$ cat config.mk
export PLATFORM = sky130hd
export DESIGN_NAME = unix_seconds_to_calendar
export DESIGN_NICKNAME = d
export VERILOG_FILES = /design/src/rtl/usc_pkg.sv /design/src/rtl/usc_datapath.sv /design/src/rtl/usc_ctrl.sv /design/src/rtl/unix_seconds_to_calendar.sv
export VERILOG_INCLUDE_DIRS = /design/src /design/src/rtl
export SDC_FILE = /design/constraint.sdc
export NUM_CORES = 1
export LEC_CHECK = 0
export CORE_ASPECT_RATIO = 0.8
export CORE_MARGIN = 1.5
export CORE_UTILIZATION = 40
export CTS_BUF_LIST = sky130_fd_sc_hd__clkbuf_4 sky130_fd_sc_hd__clkbuf_8
export DETAILED_ROUTE_END_ITERATION = 16
export DONT_BUFFER_PORTS = 1
export PLACE_DENSITY_LB_ADDON = 0.15
export SLEW_MARGIN = 15
export SYNTH_ARGS = -nofsm -noshare
export SYNTH_HDL_FRONTEND = slang
export SYNTH_SLANG_ARGS = --single-unit
$ cat constraint.sdc
create_clock -name clk_i -period 9.1 [get_ports clk_i]
set_input_delay 0.91 -clock clk_i [delete_from_list [all_inputs] [get_ports clk_i]]
set_output_delay 0.91 -clock clk_i [all_outputs]
set_load 0.01 [all_outputs]
$ cat src/rtl/assert_macros.svh
// Assertion macros shared by the RTL files of the calendar converter.
// Needs a clock named clk_i and an active-low reset named rst_ni in scope.
`ifndef ASSERT_MACROS_SVH
`define ASSERT_MACROS_SVH

// Clocked check, disabled while reset is asserted.
`define ASSERT_CLK(lbl, prop, msg) \
  lbl: assert property (@(posedge clk_i) disable iff (!rst_ni) prop) else $error(msg);

// Clocked check that also holds during reset.
`define ASSERT_ALWAYS(lbl, prop, msg) \
  lbl: assert property (@(posedge clk_i) prop) else $error(msg);

`endif

$ cat src/rtl/usc_pkg.sv
// Types, constants and helper functions of the calendar converter.
// No dependencies; used by usc_ctrl, usc_datapath and the top level.
package usc_pkg;

  localparam int unsigned DaySecs     = 86400;
  localparam int unsigned SecsPerMin  = 60;
  // ceil(2^35 / 675): seconds >> 7 times this, >> 35, gives whole days
  localparam logic [25:0] DayRecip    = 26'd50903317;
  // ceil(2^18 / 15): value >> 2 times this, >> 18, gives value / 60
  localparam logic [14:0] SixtyRecip  = 15'd17477;
  localparam logic [7:0]  NoLeapCent  = 8'd130;
  localparam logic [2:0]  EpochWday   = 3'd4;
  localparam logic [3:0]  LastMonth   = 4'd11;

  typedef enum logic [1:0] {
    PH_DAY  = 2'd0,
    PH_MIN  = 2'd1,
    PH_HOUR = 2'd2,
    PH_CAL  = 2'd3
  } phase_e;

  typedef struct packed {
    logic   load;
    phase_e phase;
    logic   div_step;
    logic   year_step;
    logic   month_step;
    logic   finish;
  } cmd_t;

  typedef struct packed {
    logic year_done;
    logic month_done;
  } status_t;

  // Year offsets 0..136 from 1970: leap when offset+2 is a multiple of 4,
  // except the year 2100.
  function automatic logic is_leap(input logic [7:0] off);
    return (off[1:0] == 2'b10) && (off != NoLeapCent);
  endfunction

  function automatic logic [4:0] month_len(input logic [3:0] month, input logic leap);
    logic [4:0] len;
    case (month)
      4'd0, 4'd2, 4'd4, 4'd6, 4'd7, 4'd9, 4'd11: len = 5'd31;
      4'd3, 4'd5, 4'd8, 4'd10:                    len = 5'd30;
      4'd1:                                       len = leap ? 5'd29 : 5'd28;
      default:                                    len = 5'd31;
    endcase
    return len;
  endfunction

  function automatic logic [2:0] add_mod7(input logic [2:0] a, input logic [2:0] b);
    logic [3:0] s;
    s = {1'b0, a} + {1'b0, b};
    if (s >= 4'd7) begin
      s = s - 4'd7;
    end
    return s[2:0];
  endfunction

  function automatic logic [2:0] mod7_small(input logic [4:0] v);
    logic [4:0] r;
    r = v;
    for (int i = 0; i < 4; i++) begin
      if (r >= 5'd7) begin
        r = r - 5'd7;
      end
    end
    return r[2:0];
  endfunction

endpackage

$ cat src/rtl/usc_datapath.sv
// Datapath of the calendar converter: reciprocal dividers for days, minutes
// and hours, year and month subtract loops, weekday accumulator. Depends on usc_pkg.
module usc_datapath (
  input  logic             clk_i,
  input  logic             rst_ni,
  input  usc_pkg::cmd_t    cmd_i,
  input  logic [31:0]      unix_seconds_i,
  output usc_pkg::status_t status_o,
  output logic [5:0]       seconds_o,
  output logic [5:0]       minutes_o,
  output logic [4:0]       hours_o,
  output logic [2:0]       weekday_o,
  output logic [7:0]       year_offset_o,
  output logic [3:0]       month_number_o,
  output logic [4:0]       day_of_month_o
);
  import usc_pkg::*;

  logic [31:0] num_q, num_d;
  logic [15:0] quo_q, quo_d;
  logic [15:0] days_q, days_d;
  logic [5:0]  sec_q, sec_d, min_q, min_d;
  logic [4:0]  hour_q, hour_d;
  logic [7:0]  year_q, year_d;
  logic [3:0]  month_q, month_d;
  logic [2:0]  wd_q, wd_d;
  logic [2:0]  wday_q, wday_d;
  logic [4:0]  dom_q, dom_d;

  logic [50:0] day_prod;
  logic [29:0] sixty_prod;
  logic [31:0] day_base;
  logic [16:0] sixty_base;
  logic [16:0] sixty_rem;
  logic        leap;
  logic [8:0]  year_len;
  logic [4:0]  mlen;

  assign day_prod   = 51'(num_q[31:7]) * 51'(DayRecip);
  assign sixty_prod = 30'(num_q[16:2]) * 30'(SixtyRecip);
  assign day_base   = 32'(quo_q) * 32'(DaySecs);
  assign sixty_base = 17'(quo_q) * 17'(SecsPerMin);
  assign sixty_rem  = num_q[16:0] - sixty_base;
  assign leap       = is_leap(year_q);
  assign year_len   = leap ? 9'd366 : 9'd365;
  assign mlen       = month_len(month_q, leap);

  assign status_o.year_done  = days_q < {7'd0, year_len};
  assign status_o.month_done = (days_q < {11'd0, mlen}) || (month_q == LastMonth);

  always_comb begin
    num_d   = num_q;
    quo_d   = quo_q;
    days_d  = days_q;
    sec_d   = sec_q;
    min_d   = min_q;
    hour_d  = hour_q;
    year_d  = year_q;
    month_d = month_q;
    wd_d    = wd_q;
    wday_d  = wday_q;
    dom_d   = dom_q;
    if (cmd_i.load) begin
      case (cmd_i.phase)
        PH_DAY: begin
          num_d = unix_seconds_i;
        end
        PH_MIN: begin
          days_d = quo_q;
          num_d  = num_q - day_base;
        end
        PH_HOUR: begin
          sec_d = sixty_rem[5:0];
          num_d = {16'd0, quo_q};
        end
        PH_CAL: begin
          min_d   = sixty_rem[5:0];
          hour_d  = quo_q[4:0];
          year_d  = '0;
          month_d = '0;
          wd_d    = EpochWday;
        end
        default: begin
          num_d = num_q;
        end
      endcase
    end
    if (cmd_i.div_step) begin
      case (cmd_i.phase)
        PH_DAY: begin
          quo_d = day_prod[50:35];
        end
        default: begin
          quo_d = {5'd0, sixty_prod[28:18]};
        end
      endcase
    end
    if (cmd_i.year_step) begin
      days_d = days_q - {7'd0, year_len};
      year_d = year_q + 8'd1;
      wd_d   = add_mod7(wd_q, leap ? 3'd2 : 3'd1);
    end
    if (cmd_i.month_step) begin
      days_d  = days_q - {11'd0, mlen};
      month_d = month_q + 4'd1;
      wd_d    = add_mod7(wd_q, 3'(mlen - 5'd28));
    end
    if (cmd_i.finish) begin
      dom_d  = days_q[4:0] + 5'd1;
      wday_d = add_mod7(wd_q, mod7_small(days_q[4:0])) + 3'd1;
    end
  end

  always_ff @(posedge clk_i) begin
    num_q   <= num_d;
    quo_q   <= quo_d;
    days_q  <= days_d;
    sec_q   <= sec_d;
    min_q   <= min_d;
    hour_q  <= hour_d;
    year_q  <= year_d;
    month_q <= month_d;
    wd_q    <= wd_d;
    wday_q  <= wday_d;
    dom_q   <= dom_d;
  end

  assign seconds_o      = sec_q;
  assign minutes_o      = min_q;
  assign hours_o        = hour_q;
  assign weekday_o      = wday_q;
  assign year_offset_o  = year_q;
  assign month_number_o = month_q + 4'd1;
  assign day_of_month_o = dom_q;

  `include "assert_macros.svh"

  `ASSERT_CLK(a_sod_range, cmd_i.load && cmd_i.phase == PH_MIN |=> num_q < DaySecs, "sod too large")
  `ASSERT_CLK(a_year_step_fits, cmd_i.year_step |-> !status_o.year_done, "year step past end")
  `ASSERT_CLK(a_dom_range, $past(cmd_i.finish) |-> (dom_q != 5'd0), "day of month is zero")

endmodule

$ cat src/rtl/usc_ctrl.sv
// Controller of the calendar converter: sequences divider phases, year and
// month loops, and the result strobe. Depends on usc_pkg.
module usc_ctrl (
  input  logic             clk_i,
  input  logic             rst_ni,
  input  logic             start,
  output logic             busy,
  output logic             done_o,
  input  usc_pkg::status_t status_i,
  output usc_pkg::cmd_t    cmd_o
);
  import usc_pkg::*;

  typedef enum logic [5:0] {
    ST_IDLE  = 6'b000001,
    ST_DIV   = 6'b000010,
    ST_LOAD  = 6'b000100,
    ST_YEAR  = 6'b001000,
    ST_MONTH = 6'b010000,
    ST_DONE  = 6'b100000
  } state_e;

  state_e            state_q, state_d;
  phase_e            phase_q, phase_d;

  always_comb begin
    state_d = state_q;
    phase_d = phase_q;
    cmd_o   = '0;
    cmd_o.phase = phase_q;
    case (state_q)
      ST_IDLE: begin
        if (start) begin
          cmd_o.load  = 1'b1;
          cmd_o.phase = PH_DAY;
          phase_d     = PH_DAY;
          state_d     = ST_DIV;
        end
      end
      ST_DIV: begin
        cmd_o.div_step = 1'b1;
        state_d        = ST_LOAD;
        case (phase_q)
          PH_DAY:  phase_d = PH_MIN;
          PH_MIN:  phase_d = PH_HOUR;
          default: phase_d = PH_CAL;
        endcase
      end
      ST_LOAD: begin
        cmd_o.load = 1'b1;
        case (phase_q)
          PH_MIN: begin
            state_d = ST_DIV;
          end
          PH_HOUR: begin
            state_d = ST_DIV;
          end
          default: begin
            state_d = ST_YEAR;
          end
        endcase
      end
      ST_YEAR: begin
        if (status_i.year_done) begin
          state_d = ST_MONTH;
        end else begin
          cmd_o.year_step = 1'b1;
        end
      end
      ST_MONTH: begin
        if (status_i.month_done) begin
          cmd_o.finish = 1'b1;
          state_d      = ST_DONE;
        end else begin
          cmd_o.month_step = 1'b1;
        end
      end
      ST_DONE: begin
        state_d = ST_IDLE;
      end
      default: begin
        state_d = ST_IDLE;
      end
    endcase
  end

  always_ff @(posedge clk_i or negedge rst_ni) begin
    if (!rst_ni) begin
      state_q <= ST_IDLE;
      phase_q <= PH_DAY;
    end else begin
      state_q <= state_d;
      phase_q <= phase_d;
    end
  end

  assign busy   = state_q != ST_IDLE;
  assign done_o = state_q == ST_DONE;

  `include "assert_macros.svh"

  `ASSERT_CLK(a_start_to_div, (start && !busy) |=> (state_q == ST_DIV), "accept did not start divide")
  `ASSERT_CLK(a_done_from_month, done_o |-> ($past(state_q) == ST_MONTH), "strobe without month loop")
  `ASSERT_CLK(a_done_one_cycle, done_o |=> !busy, "result strobe longer than one cycle")
  `ASSERT_CLK(a_div_end_load, (state_q == ST_DIV) |=> (state_q == ST_LOAD), "divide overrun")

endmodule

$ cat src/rtl/unix_seconds_to_calendar.sv
// Top level of the Unix seconds to calendar converter.
// Instantiates usc_ctrl and usc_datapath; depends on usc_pkg.
//
// A transaction is taken when start is high and busy is low. The result is
// shown for exactly one cycle with done_o high; it cannot be held off, so
// capture it in that cycle. The strobe follows the divide and load steps,
// the year loop over the year offset Y (0..136) and the month loop over the
// month index M (0..11); Y + M peaks at 146 late in 2105. The time of day
// comes from reciprocal multiplications, each quotient followed by its
// remainder; the date comes from one year and then one month subtracted per
// cycle. busy stays high until the strobe cycle has passed.
module unix_seconds_to_calendar (
  input  logic        clk_i,
  input  logic        rst_ni,
  input  logic        start,
  output logic        busy,
  input  logic [31:0] unix_seconds_i,
  output logic        done_o,
  output logic [5:0]  seconds_o,
  output logic [5:0]  minutes_o,
  output logic [4:0]  hours_o,
  output logic [2:0]  weekday_o,
  output logic [7:0]  year_offset_o,
  output logic [3:0]  month_number_o,
  output logic [4:0]  day_of_month_o
);
  import usc_pkg::*;

  cmd_t    cmd;
  status_t status;

  usc_ctrl u_ctrl (
    .clk_i    (clk_i),
    .rst_ni   (rst_ni),
    .start    (start),
    .busy     (busy),
    .done_o   (done_o),
    .status_i (status),
    .cmd_o    (cmd)
  );

  usc_datapath u_datapath (
    .clk_i          (clk_i),
    .rst_ni         (rst_ni),
    .cmd_i          (cmd),
    .unix_seconds_i (unix_seconds_i),
    .status_o       (status),
    .seconds_o      (seconds_o),
    .minutes_o      (minutes_o),
    .hours_o        (hours_o),
    .weekday_o      (weekday_o),
    .year_offset_o  (year_offset_o),
    .month_number_o (month_number_o),
    .day_of_month_o (day_of_month_o)
  );

endmodule
==> results of run 1 <==
cell type report:
cell class / count / area share
clock buffers: 9 / 0.00544
clock inverters: 7 / 0.00335
inverters: 485 / 0.0799
multi-input cells: 1597 / 0.723
flip-flops and latches: 112 / 0.146
well taps: 702 / 0.0386
repair buffers: 11 / 0.00363
worst paths after layout:
kind                                           startpoint                                 end  slack (ns)  cells past startpoint
max in group asynchronous                          rst_ni       u_ctrl.state_q[0]$_DFFE_PN1P_        8.78                      0
max                        u_datapath.num_q[12]$_DFFE_PP_  u_datapath.quo_q[14]$_SDFFCE_PN0P_        2.03                     24
min                                                rst_ni       u_ctrl.state_q[5]$_DFFE_PN0P_        0.15                      0
min in group clk_i          u_datapath.num_q[1]$_DFFE_PP_   u_datapath.seconds_o[1]$_DFFE_PP_        0.46                      0
max reg2reg                u_datapath.num_q[12]$_DFFE_PP_  u_datapath.quo_q[14]$_SDFFCE_PN0P_        2.03                     24
min reg2reg                 u_datapath.num_q[1]$_DFFE_PP_   u_datapath.seconds_o[1]$_DFFE_PP_        0.46                      0
where the power goes:
group | total [mW] | switching [mW] | internal [mW]
sequential | 0.556 | 0 | 0.556
clock | 0.330 | 0.220 | 0.110
combinational | 0.00813 | 0.00335 | 0.00477
logic make-up (layout without fill, tap and decap cells):
kind of cell,after synthesis,count (layout),share of synthesized area
fa+ha+maj,763,763,0.521
buf+inv,513,512,0.0898
compound gates,374,374,0.111
simple gates,348,348,0.0792
flops,112,112,0.153
xor+xnor,102,102,0.0411
mux,10,10,0.00495
sequential cells by signal (all words and copies together), names as in the netlist:
signal                     flops
u_datapath.days_q             16
u_ctrl.state_q                 6
u_datapath.day_of_month_o      5
u_datapath.seconds_o           6
u_ctrl.phase_q                 2
u_datapath.month_q             4
u_datapath.num_q              32
u_datapath.hours_o             5
u_datapath.wd_q                3
u_datapath.quo_q              16
u_datapath.weekday_o           3
u_datapath.minutes_o           6
u_datapath.year_offset_o       8
cells in the final DEF (no fill, tap or decap), types with 9 or more instances in the layout:
cell	netlist	layout
sky130_fd_sc_hd__and2_1	9	9
sky130_fd_sc_hd__clkbuf_8	0	9
sky130_fd_sc_hd__inv_1	485	485
sky130_fd_sc_hd__o21a_1	14	14
sky130_fd_sc_hd__a22o_1	18	18
sky130_fd_sc_hd__o21bai_1	10	10
sky130_fd_sc_hd__o22ai_1	20	20
sky130_fd_sc_hd__a31oi_1	9	9
sky130_fd_sc_hd__or3_1	13	13
sky130_fd_sc_hd__nor2_1	81	81
sky130_fd_sc_hd__ha_1	526	525
sky130_fd_sc_hd__buf_4	0	11
sky130_fd_sc_hd__nor3_1	24	24
sky130_fd_sc_hd__edfxtp_1	104	104
sky130_fd_sc_hd__xor2_1	39	39
sky130_fd_sc_hd__a22oi_1	10	10
sky130_fd_sc_hd__xnor2_1	63	63
sky130_fd_sc_hd__nand3_1	32	32
sky130_fd_sc_hd__fa_1	237	237
sky130_fd_sc_hd__nand4_1	11	11
sky130_fd_sc_hd__nand2_1	101	101
sky130_fd_sc_hd__o21ai_0	78	78
sky130_fd_sc_hd__and3_1	15	15
sky130_fd_sc_hd__a211oi_1	11	11
sky130_fd_sc_hd__a21o_1	23	23
sky130_fd_sc_hd__nand2b_1	18	18
sky130_fd_sc_hd__a21oi_1	107	106
sky130_fd_sc_hd__nor2b_1	14	14
per-layer routing:
layer  global-route usage  vias to the layer above  share of wire
met5                    0                        -        0.00072
met4               0.0225                        6         0.0078
met3               0.0473                       29          0.062
met2                0.304                      307           0.41
met1                0.314                     7500           0.52
li1                     -                     7495              -
==> impl_summary.md, run 1 <==
Global routing
Entering global routing, the biggest net connects 47 pins. The first global-routing pass estimated 87700 microns of wire. The number of global-route vias before repair is 15203.

The overall fraction of global-route tracks in use is 0.206. The initial antenna violation count was 3. The leftover overflow at the end of global routing is 0.

Synthesis
The mapped cell area is 21700 sq um. The number of storage elements in the synthesis netlist is 112. The Yosys step of the flow raised 0 warnings. A synthesized cell averages 9.78 sq um. The share of synthesized area in the top cell type comes to 0.303. In this run, synthesis inferred 104 flip-flops with an integrated enable. Synthesis instantiated 76 different standard cells from the library.

The commonest cells after synthesis are sky130_fd_sc_hd__ha_1 (526), sky130_fd_sc_hd__inv_1 (485), sky130_fd_sc_hd__fa_1 (237). The fraction of synthesis flops using an asynchronous set or reset pin is 0.0714. The library cell with the highest instance count after synthesis is sky130_fd_sc_hd__ha_1. The most used flip-flop cell after synthesis is sky130_fd_sc_hd__edfxtp_1. Ranked by total cell area, the synthesized netlist is headed by sky130_fd_sc_hd__ha_1 (30%), sky130_fd_sc_hd__fa_1 (22%), sky130_fd_sc_hd__edfxtp_1 (14%). The sequential share of the synthesized area is 0.153. The number of nets produced by synthesis is 3020.

After technology mapping, the gate count stands at 2222. The top cell type by total area after synthesis is sky130_fd_sc_hd__ha_1.

Layout
Measured on the finished design, the core utilization comes to 0.424. Fill cells in the final layout number 5245. Compared with the post-synthesis result, the final layout area differs by 4.78%. The sequential cell area in the final layout is 3320 sq um. The number of antenna diodes in the final layout is 0.

The number of nets in the layout is 3014. Of the cells placed in the final design, the portion with a size suffix greater than 1 is 0.0230. The post-route standard cell area excluding fillers is 22800 sq um.

The count of placed standard cells in the final layout, fillers left out is 2923. The combined area of the multi-input logic cells is 16500 sq um.

Critical path
The cell family contributing the most delay on the critical path is adder cells. The slowest stage of the critical path belongs to the cell sky130_fd_sc_hd__edfxtp_1. The combined buffer and inverter count along the critical path is 6. The kind of launch point of the worst setup path is a register. The critical path goes through inv_1 -> ha_1 -> inv_1 -> fa_1 -> ha_1 -> inv_1 -> fa_1 -> inv_1 -> fa_1 -> inv_1 -> fa_1 -> inv_1 -> fa_1 -> ha_1 -> nand2_1 -> o31a_1 -> nor4_1 -> o211a_1 -> and3b_1 -> o31a_1 -> a211o_1 -> a21oi_1 -> xnor2_1 -> and2_1. STA classifies the critical path endpoint as a register. In this design, the critical path's most frequently occurring cell is sky130_fd_sc_hd__inv_1. For this run, the slowest stage of the critical path takes 0.77 ns.

The highest net fanout along the worst path is 8. At the worst endpoint, the arrival time is 7.27 ns. STA puts the critical path data required time at 9.30 ns. The critical path in this run is classified as register to register.

Route
The first detailed-routing pass ran for 5 iterations. The DRC violation count after routing is 0. The via count is 15337. The via density per instance is 5.25. The detail-routed net length per standard cell is 19.4 microns. In this run the remaining antenna-violating nets after routing total 0. The initial DRC count is 973. Wires add up to 56700 microns.

CTS
Clock-pin slew was measured on the worst setup and hold paths at 0.13 ns. CTS placed an instance of sky130_fd_sc_hd__clkbuf_8 at the clock tree root. The clock tree from TritonCTS is built. CTS built an H-tree with a depth of 3.

Once the clock tree was built, the setup fixing pass inserted 0 buffers. The clock passes through at most 2 buffers. The number of gates resized after CTS was 0. The total CTS buffers is 9. The hold buffer count at cts is 0. At the later pin of the worst-skew pair, clock insertion delay measures 0.44 ns.

Clock tree synthesis found a total of 112 sinks.

Floorplanning
The floorplan has 76 rows. From left edge to right edge, the die measures 264 microns. For this design the top-level I/O count stands at 74. The standard cell core area is 53700 sq um.

For this configuration, the core starts out at a cell density of 0.405. The height of the die is 212 microns. The area of the die is 55800 sq um.

Pwr
IR analysis of the VDD net gives a maximum drop of 62.7 uV. The total power divided by cell area is 39.3 nW/um^2. The static leakage power is 11.6 nW. The total power of the final layout is 894 uW.

Placement
Once placement completed, the tool counted placed cells totaling 2907. The count of buffers inserted at the top-level ports is 0. Summing all placed instances gives a cell area of 22600 sq um.

The total half-perimeter wirelength after legalization and detailed placement is 48900 microns. The global placer's final weighted congestion is 0.952. At the placement stage, the worst setup path has a slack of 2.03 ns.

Job
The number of maximum-capacitance constraint violations is 0.

Timing
The shortest clock period the worst path allows after layout is 7.07 ns. Dividing the final minimum period by the clock period gives 0.777. The worst setup margin is 2.03 ns. The slew at the pin closest to its max-slew limit is 1.04 ns.

The setup TNS is 0 ns. The final hold slack is 0.147 ns. The final count of pins violating max slew is 0. The timing-limited maximum frequency is 0.141 GHz.

Setup violations remaining at the end of the flow were counted as 0. Setup repair after global routing left no endpoint under its margin. On the final layout, the worst clock skew is 0.0160 ns. The number of failing hold endpoints at the final stage is 0. The relative slew slack is 0.299.

Worst hold path
The path class of the lowest-slack min-delay path is input pin to async pin.

Outcome
The flow ran to the end, and the final reports show no timing, DRC or antenna violations.
(Power assumes the default switching activity.)
==> run 2, diff against run 1 <==
==> constraint.sdc (replaced) <==
create_clock -name clk_i -period 5.7 [get_ports clk_i]
set_input_delay 0.57 -clock clk_i [delete_from_list [all_inputs] [get_ports clk_i]]
set_output_delay 0.57 -clock clk_i [all_outputs]
set_load 0.01 [all_outputs]
==> run 2 against run 1 <==
  * The run now ends with negative setup slack left
  * Cell count up 12%
  * Die area did not move
  * Clock power is 61% higher
==> impl_summary.md, run 2 (synthesized netlist as in run 1, its figures left out) <==
CTS
The clock network latency to the later pin of the worst-skew pair is 0.45 ns (about the same). The tree is rooted in a sky130_fd_sc_hd__clkbuf_8. The buffer levels on the longest clock path is 2 (unchanged).

The number of H-tree branching levels is 3 (unchanged). The clock sink total is 112 (unchanged). The clock edge transition at the registers on the reported setup and hold paths is 0.14 ns (about the same). TritonCTS built the clock tree.

The total CTS buffers came to 9 (unchanged).

Timing
The number of failing hold endpoints at the final stage is 0 (unchanged). The shortest clock period the worst path allows after layout is 6.47 ns (-0.606 ns). The timing-limited maximum frequency was 0.155 GHz (+9.4%).

Setup repair after global routing could not meet its margin everywhere. The slew at the pin closest to its max-slew limit is 0.917 ns (-0.121 ns). The total of endpoints with negative setup slack in the final report is 23 (+23). The post-route clock skew is 0.0212 ns (+0.00524 ns).

The worst setup margin was -0.766 ns (-2.79 ns). The relative slew slack was 0.389 (+0.0897). The fraction of the cycle the final worst path needs was 1.13 (+0.357).

The final count of pins violating max slew came to 0 (unchanged).

Critical path
The cell count of the worst reg-to-reg path is 23 (-4.2%). The worst setup path is of the register to register kind. The critical path required time is 5.90 ns (-3.40 ns). The combined buffer and inverter count along the critical path came to 5 (-1). The highest net fanout along the worst path is 5 (-3).

The cell with the largest stage delay on the worst path is sky130_fd_sc_hd__fa_2. The number of gates on the worst path with buffers counted is 23 (-4.2%). The peak per-stage delay on the critical path was 0.62 ns (-0.15 ns). The worst setup path is captured at a register. Traced cell by cell, the critical path runs through fa_2 -> inv_2 -> fa_1 -> inv_2 -> ha_4 -> inv_2 -> fa_2 -> fa_1 -> inv_2 -> fa_1 -> fa_1 -> ha_4 -> nor2_4 -> o31a_1 -> nor4_4 -> o211a_1 -> and3b_2 -> o31a_1 -> a211o_1 -> buf_6 -> a21oi_2 -> xnor2_1 -> and2_1. The critical path data arrival time was 6.67 ns (-0.60 ns). Among cell families on the critical path, the largest total delay comes from adder cells. The kind of launch point of the worst setup path is a register.

Floorplanning
The row count is 76 (unchanged). The overall die width is 264 microns (unchanged). The standard cell core area came to 53700 sq um (unchanged). The top-level port count was 74 (unchanged).

The height of the die is 212 microns (unchanged). The effective utilization at floorplan was 0.405 (unchanged). The area of the die came to 55800 sq um (unchanged).

Pwr
The static leakage power was 13.4 nW (+16%). The total power divided by cell area is 53.8 nW/um^2 (+37%). The total power of the final layout is 1.43 mW (+60%). The peak ir drop on the vdd network is 100 uV (+60%).

Layout
The post-route core utilization is 0.496 (+0.0720). The most common library cell in the layout ignoring fill and taps is sky130_fd_sc_hd__ha_1. The number of filler cells placed in the layout is 4930 (-6.0%).

The antenna diode instance count is 0 (unchanged). The post-route standard cell area excluding fillers is 26600 sq um (+17%). The number of nets in the layout is 3352 (+11%). The share of cells above drive strength 1 is 0.227 (+0.204). The register bank with the most flops is u_datapath.num_q. In the final layout, the registers with the most flip-flops are u_datapath.num_q (32), u_datapath.days_q (16), u_datapath.quo_q (16). Leaving out fill and tap cells, the most frequent cells in the layout are sky130_fd_sc_hd__ha_1 (484), sky130_fd_sc_hd__inv_1 (458), sky130_fd_sc_hd__buf_4 (327). The area growth from synthesis to layout is 22.6%. The flip-flop count of the largest register after layout is 32 (unchanged). The count of placed standard cells in the final layout, fillers left out is 3261 (+12%).

Global routing
The wire length of the first global-routing pass is 94100 microns (+7.3%). The leftover overflow at the end of global routing came to 0 (unchanged). The initial antenna violation count came to 7 (+4).

The overall fraction of global-route tracks in use is 0.221 (+0.0141). The largest net degree at the start of global routing came to 47 (unchanged). The number of global-route vias before repair is 16889 (+11%).

Route
The via density per instance is 5.13 (-2.3%). The via count is 16718 (+9.0%). The DRC violation count after routing is 0 (unchanged). The highest metal layer carrying signal wires in the routed design is met5. The detailed-routing wirelength on met1 is 30700 microns (+4.6%).

The initial DRC count came to 881 (-9.5%). The count of nets left with antenna violations after detail routing is 0 (unchanged). The total length of routed met3 wires is 3380 microns (-3.5%). The wire length reported by the detailed router was 61200 microns (+8.0%). The total length of routed met2 wires is 26400 microns (+13%). The detail-routed net length per standard cell is 18.8 microns (-3.2%).

The length of the first detailed-routing pass in iterations is 7 (+2).

Worst hold path
The instance count along the most critical hold path is 3. In this run the worst hold path is classified as input pin to register.

Placement
The post-place instance area is 25000 sq um (+11%). The global placer's final weighted congestion is 0.932 (-2.1%). The placed cell count was 3192 (+9.8%). The total half-perimeter wirelength after legalization and detailed placement is 52400 microns (+7.0%). The count of buffers inserted at the top-level ports is 0 (unchanged). The pre-CTS worst setup slack is -0.949 ns (-2.98 ns).

Outcome
The run finished, with violations left. The final reports fail on negative setup slack.

Job
The number of maximum-capacitance constraint violations is 0 (unchanged).
## run 2: changes by cell type in the layout (fill, tap and decap cells not counted), moves of 13 or more
cell                      delta
sky130_fd_sc_hd__a21oi_2    +14
sky130_fd_sc_hd__fa_1       -17
sky130_fd_sc_hd__inv_2      +27
sky130_fd_sc_hd__inv_1      -27
sky130_fd_sc_hd__a21oi_1    -22
sky130_fd_sc_hd__o21ai_0    -19
sky130_fd_sc_hd__o21ai_2    +13
sky130_fd_sc_hd__ha_1       -41
sky130_fd_sc_hd__buf_4     +316
sky130_fd_sc_hd__buf_6      +20
sky130_fd_sc_hd__fa_2       +17
sky130_fd_sc_hd__ha_4       +33
## run 2: final cells by class
type / count / area, sq um / area share
clock buffers: 9 / 124 / 0.00465
multi-input cells: 1597 / 17700 / 0.665
repair buffers: 349 / 2710 / 0.102
well taps: 702 / 878 / 0.0330
inverters: 485 / 1820 / 0.0683
flip-flops and latches: 112 / 3320 / 0.125
clock inverters: 7 / 77.6 / 0.00291
## run 2: worst paths after layout
path	from	endpoint	slack, ns
max	u_datapath.num_q[12]$_DFFE_PP_	u_datapath.quo_q[14]$_SDFFCE_PN0P_	-0.77
max in group asynchronous	rst_ni	u_ctrl.state_q[0]$_DFFE_PN1P_	4.91
min reg2reg	u_datapath.num_q[1]$_DFFE_PP_	u_datapath.seconds_o[1]$_DFFE_PP_	0.47
min	start	u_ctrl.state_q[0]$_DFFE_PN1P_	0.28
max reg2reg	u_datapath.num_q[12]$_DFFE_PP_	u_datapath.quo_q[14]$_SDFFCE_PN0P_	-0.77
min in group asynchronous	rst_ni	u_ctrl.state_q[1]$_DFFE_PN0P_	0.46
## run 2: repair_timing
| item | 4_1_cts | 5_1_grt |
|---|---|---|
| hold endpoints to repair | 8 | 0 |
| resized for setup | 105 | 125 |
| buffers inserted | 25 | 33 |
| hold buffers | 1 | 0 |
| pin swaps | 96 | 83 |
| setup endpoints to repair | 27 | 29 |
## run 2: power by group
group / leakage (nW) / internal [mW] / total (mW) / switching [mW]
Sequential: 1.04 / 0.888 / 0.888 / 0
Combinational: 12.2 / 0.00817 / 0.0166 / 0.00845
Clock: 0.0975 / 0.173 / 0.530 / 0.358
## run 2: metal layers
layer / vias up / global-route usage
li1: 8175 / -
met1: 8146 / 0.328
met2: 328 / 0.334
met3: 55 / 0.0461
met4: 14 / 0.0327
met5: - / 0
## run 2: worst register-to-register path, cell delays in order, from the launching register on
cell and delay (ns):
sky130_fd_sc_hd__edfxtp_1 0.53, sky130_fd_sc_hd__fa_2 0.62, sky130_fd_sc_hd__inv_2 0.04, sky130_fd_sc_hd__fa_1 0.49, sky130_fd_sc_hd__inv_2 0.05, sky130_fd_sc_hd__ha_4 0.25
sky130_fd_sc_hd__inv_2 0.03, sky130_fd_sc_hd__fa_2 0.52, sky130_fd_sc_hd__fa_1 0.42, sky130_fd_sc_hd__inv_2 0.07, sky130_fd_sc_hd__fa_1 0.41, sky130_fd_sc_hd__fa_1 0.54
sky130_fd_sc_hd__ha_4 0.23, sky130_fd_sc_hd__nor2_4 0.07, sky130_fd_sc_hd__o31a_1 0.27, sky130_fd_sc_hd__nor4_4 0.06, sky130_fd_sc_hd__o211a_1 0.22, sky130_fd_sc_hd__and3b_2 0.24
sky130_fd_sc_hd__o31a_1 0.30, sky130_fd_sc_hd__a211o_1 0.34, sky130_fd_sc_hd__buf_6 0.14, sky130_fd_sc_hd__a21oi_2 0.12, sky130_fd_sc_hd__xnor2_1 0.08, sky130_fd_sc_hd__and2_1 0.15
## run 2: stage by stage
stage          setup TNS [ns]  hold WS [ns]
5_1_grt                -16.09         0.264
3_5_place_dp           -15.93         0.275
6_report               -10.64         0.283
4_1_cts                -11.29         0.259
3_3_place_gp           -14.94         0.275
2_1_floorplan           -5.57         0.274
==> run 3, diff against run 2 <==
--- a/config.mk
+++ b/config.mk
@@ -8,7 +8,7 @@
 export LEC_CHECK = 0
 export CORE_ASPECT_RATIO = 0.8
 export CORE_MARGIN = 1.5
-export CORE_UTILIZATION = 40
+export CORE_UTILIZATION = 58
 export CTS_BUF_LIST = sky130_fd_sc_hd__clkbuf_4 sky130_fd_sc_hd__clkbuf_8
 export DETAILED_ROUTE_END_ITERATION = 16
 export DONT_BUFFER_PORTS = 1
==> run 3 against run 2 <==
  * Critical path depth fell by 1
  * Highest routed layer unchanged
  * The run still ends with negative setup slack left
  * Clock power is 3% higher
  * Critical path type unchanged
  * Via count is 1.2% higher
  * Cell count shrank 7.3%
==> impl_summary.md, run 3 (synthesized netlist as in run 1, its figures left out) <==
Outcome
The flow ran to the end, but the final reports show violations. The final reports fail on negative setup slack.

Critical path
The last element of the critical path is u_datapath.quo_q[15]$_SDFFCE_PN0P_. By startpoint and endpoint, the worst setup path is classified as register to register. The cell count of the worst reg-to-reg path is 22 (-4.3%).

The critical path required time is 5.91 ns (about the same). STA classifies the critical path startpoint as a register. The element type at the critical path end is a register.

The critical path data arrival time was 6.69 ns (+0.02 ns). The startpoint identified for the worst register-to-register timing path is u_datapath.num_q[11]$_DFFE_PP_. The endpoint of the worst register-to-register path is u_datapath.quo_q[15]$_SDFFCE_PN0P_. The origin of the worst setup path is u_datapath.num_q[11]$_DFFE_PP_. The worst-case register-to-register setup slack is -0.78 ns (about the same). The highest net fanout along the worst path came to 4 (-1).

CTS
The tree is rooted in a sky130_fd_sc_hd__clkbuf_8. TritonCTS built the clock tree. The number of H-tree branching levels is 3 (unchanged). The clock edge transition at the registers on the reported setup and hold paths came to 0.14 ns (about the same). The total CTS buffers was 9 (unchanged). The clock sink total is 112 (unchanged). The buffer levels on the longest clock path is 2 (unchanged). The clock network latency to the later pin of the worst-skew pair is 0.46 ns (about the same).

Layout
The combined area of the multi-input logic cells is 17300 sq um (-2.0%). The number of filler cells placed in the layout is 2861 (-42%). The number of nets in the layout came to 3329 (-0.69%).

The register bank with the most flops is u_datapath.num_q. The flip-flop count of the largest register after layout came to 32 (unchanged). The library cell used most frequently in the layout, excluding fill and tap cells, is sky130_fd_sc_hd__ha_1. The share of cells above drive strength 1 is 0.201 (-0.0259).

In the layout the commonest cells are sky130_fd_sc_hd__ha_1 (499), sky130_fd_sc_hd__inv_1 (465), sky130_fd_sc_hd__buf_4 (315). The largest registers in the layout are u_datapath.num_q (32), u_datapath.days_q (16), u_datapath.quo_q (16). Compared with the post-synthesis result, the final layout area differs by 18.7%.

The sequential cell area in the final layout came to 3320 sq um (unchanged). The post-route core utilization was 0.698 (+0.202).

Pwr
The switching fraction of total power came to 0.262 (+0.00643). The static leakage power is 13.2 nW (-1.2%). The peak ir drop on the vdd network was 106 uV (+5.6%). The net switching component of the power is 380 uW (+3.9%). The fraction of power consumed by sequential logic came to 0.611 (-0.008).

The part of the total power dissipated in the clock network came to 0.377 (+0.007). The internal power is 1.07 mW (+0.45%). The total power of the final layout is 1.45 mW (+1.3%). The total power divided by cell area is 56.3 nW/um^2 (+4.6%). The relative contribution of combinational cells to total power is 0.013 (about the same).

Timing
The total of endpoints with negative setup slack in the final report is 24 (+4.3%). The timing-limited maximum frequency is 0.154 GHz (-0.21%). Setup repair after global routing could not meet its margin everywhere. The setup TNS was -11.11 ns (-0.462 ns). The slew at the pin closest to its max-slew limit came to 1.10 ns (+0.185 ns).

The worst setup margin is -0.780 ns (-0.0137 ns). The number of failing hold endpoints at the final stage is 0 (unchanged). The final count of pins violating max slew is 0 (unchanged).

The post-route clock skew came to 0.0249 ns (+0.00371 ns). The shortest clock period the worst path allows after layout is 6.48 ns (+0.0137 ns). The fraction of the cycle the final worst path needs is 1.14 (+0.00240). The relative slew slack is 0.259 (-0.130).

Global routing
The largest net degree at the start of global routing is 47 (unchanged). The number of global-route vias before repair is 17690 (+4.7%). The initial antenna violation count is 3 (-4). The overall fraction of global-route tracks in use is 0.311 (+0.0908). The leftover overflow at the end of global routing is 0 (unchanged). The wire length of the first global-routing pass is 92400 microns (-1.8%).

Floorplanning
The effective utilization at floorplan is 0.588 (+0.183). The row count was 63 (-17%). The overall die width is 219 microns (-17%). The top-level port count was 74 (unchanged). The standard cell core area is 37000 sq um (-31%). The area of the die is 38700 sq um (-31%). The height of the die is 176 microns (-17%).

Route
The initial DRC count was 1149 (+30%). The count of nets left with antenna violations after detail routing came to 0 (unchanged). The wire length reported by the detailed router is 58200 microns (-4.9%). The DRC violation count after routing came to 0 (unchanged).

The length of the first detailed-routing pass in iterations came to 5 (-2). The via density per instance was 5.60 (+9.1%). The detail-routed net length per standard cell was 19.3 microns (+2.6%). The via count is 16920 (+1.2%).

Placement
The total half-perimeter wirelength after legalization and detailed placement is 49500 microns (-5.4%). The count of buffers inserted at the top-level ports is 0 (unchanged). The pre-CTS worst setup slack came to -0.957 ns (-0.00847 ns). The global placer's final weighted congestion is 0.943 (+1.2%).

Job
The number of maximum-capacitance constraint violations is 0 (unchanged).

Worst hold path
In this run the worst hold path is classified as input pin to register. The startpoint identified for the worst hold timing path is start.
-- run 3: worst min path at each step --
stage | to | cells after the start
after detailed placement | u_ctrl.state_q[5]$_DFFE_PN0P_ | 0
after floorplan | u_ctrl.phase_q[0]$_DFFE_PN0P_ | 0
final | u_ctrl.state_q[0]$_DFFE_PN1P_ | 3
after global placement | u_ctrl.state_q[5]$_DFFE_PN0P_ | 0
after global routing | u_datapath.num_q[6]$_DFFE_PP_ | 2
after CTS | u_ctrl.state_q[0]$_DFFE_PN1P_ | 3
-- run 3: timing repair --
item,in CTS,in global routing
hold endpoints to repair,8,0
buffers inserted,19,22
resized for setup,84,65
pin swaps,73,51
setup endpoints to repair,26,28
hold buffers,1,0
-- run 3: cell type report --
cell class | count | area share
antenna | 1 | 0.0000970
clock buffer | 9 | 0.00480
clock inverter | 7 | 0.00305
inverter | 485 | 0.0706
multi-input combinational | 1597 | 0.672
sequential | 112 | 0.129
tap | 487 | 0.0236
timing repair buffer | 326 | 0.0967
-- run 3: worst max-delay path, cell delays in order, from the launching register on --
cell and delay, ns:
sky130_fd_sc_hd__edfxtp_1 0.50, sky130_fd_sc_hd__fa_2 0.58, sky130_fd_sc_hd__inv_2 0.04, sky130_fd_sc_hd__fa_1 0.49
sky130_fd_sc_hd__inv_2 0.06, sky130_fd_sc_hd__ha_4 0.26, sky130_fd_sc_hd__inv_2 0.03, sky130_fd_sc_hd__fa_1 0.46
sky130_fd_sc_hd__fa_1 0.51, sky130_fd_sc_hd__inv_1 0.05, sky130_fd_sc_hd__fa_1 0.46, sky130_fd_sc_hd__fa_1 0.56
sky130_fd_sc_hd__ha_4 0.22, sky130_fd_sc_hd__a21oi_2 0.12, sky130_fd_sc_hd__o211ai_1 0.17, sky130_fd_sc_hd__nor2_1 0.18
sky130_fd_sc_hd__nand3_2 0.15, sky130_fd_sc_hd__and3b_1 0.23, sky130_fd_sc_hd__o31a_1 0.34, sky130_fd_sc_hd__a211o_1 0.34
sky130_fd_sc_hd__o31ai_2 0.24, sky130_fd_sc_hd__xnor2_1 0.09, sky130_fd_sc_hd__and2_1 0.15
-- run 3: power groups by stage --
stage                     clock [mW]  combinational, mW  sequential, mW
final                          0.548             0.0182           0.888
after global routing           0.570             0.0194           0.888
after CTS                      0.554             0.0186           0.888
after detailed placement           0             0.0170           0.906
after global placement             0             0.0171           0.906
after floorplan                    0             0.0100           0.906
-- run 3: per-stage QoR --
step                cells  hold WS [ns]  cell area [sq um]
finish               3024         0.276              25800
global route         3023         0.308              25800
CTS                  3005         0.258              25400
detailed placement   2970         0.275              24700
global placement     2970         0.275              24700
floorplan            2222         0.274              22000
-- run 3: metal layers --
layer	GRT usage	vias to the layer above	share of wire
met5	0	-	0.00055
met4	0.0816	4	0.024
met3	0.0665	85	0.071
met2	0.491	478	0.44
met1	0.434	8223	0.46
li1	-	8130	-
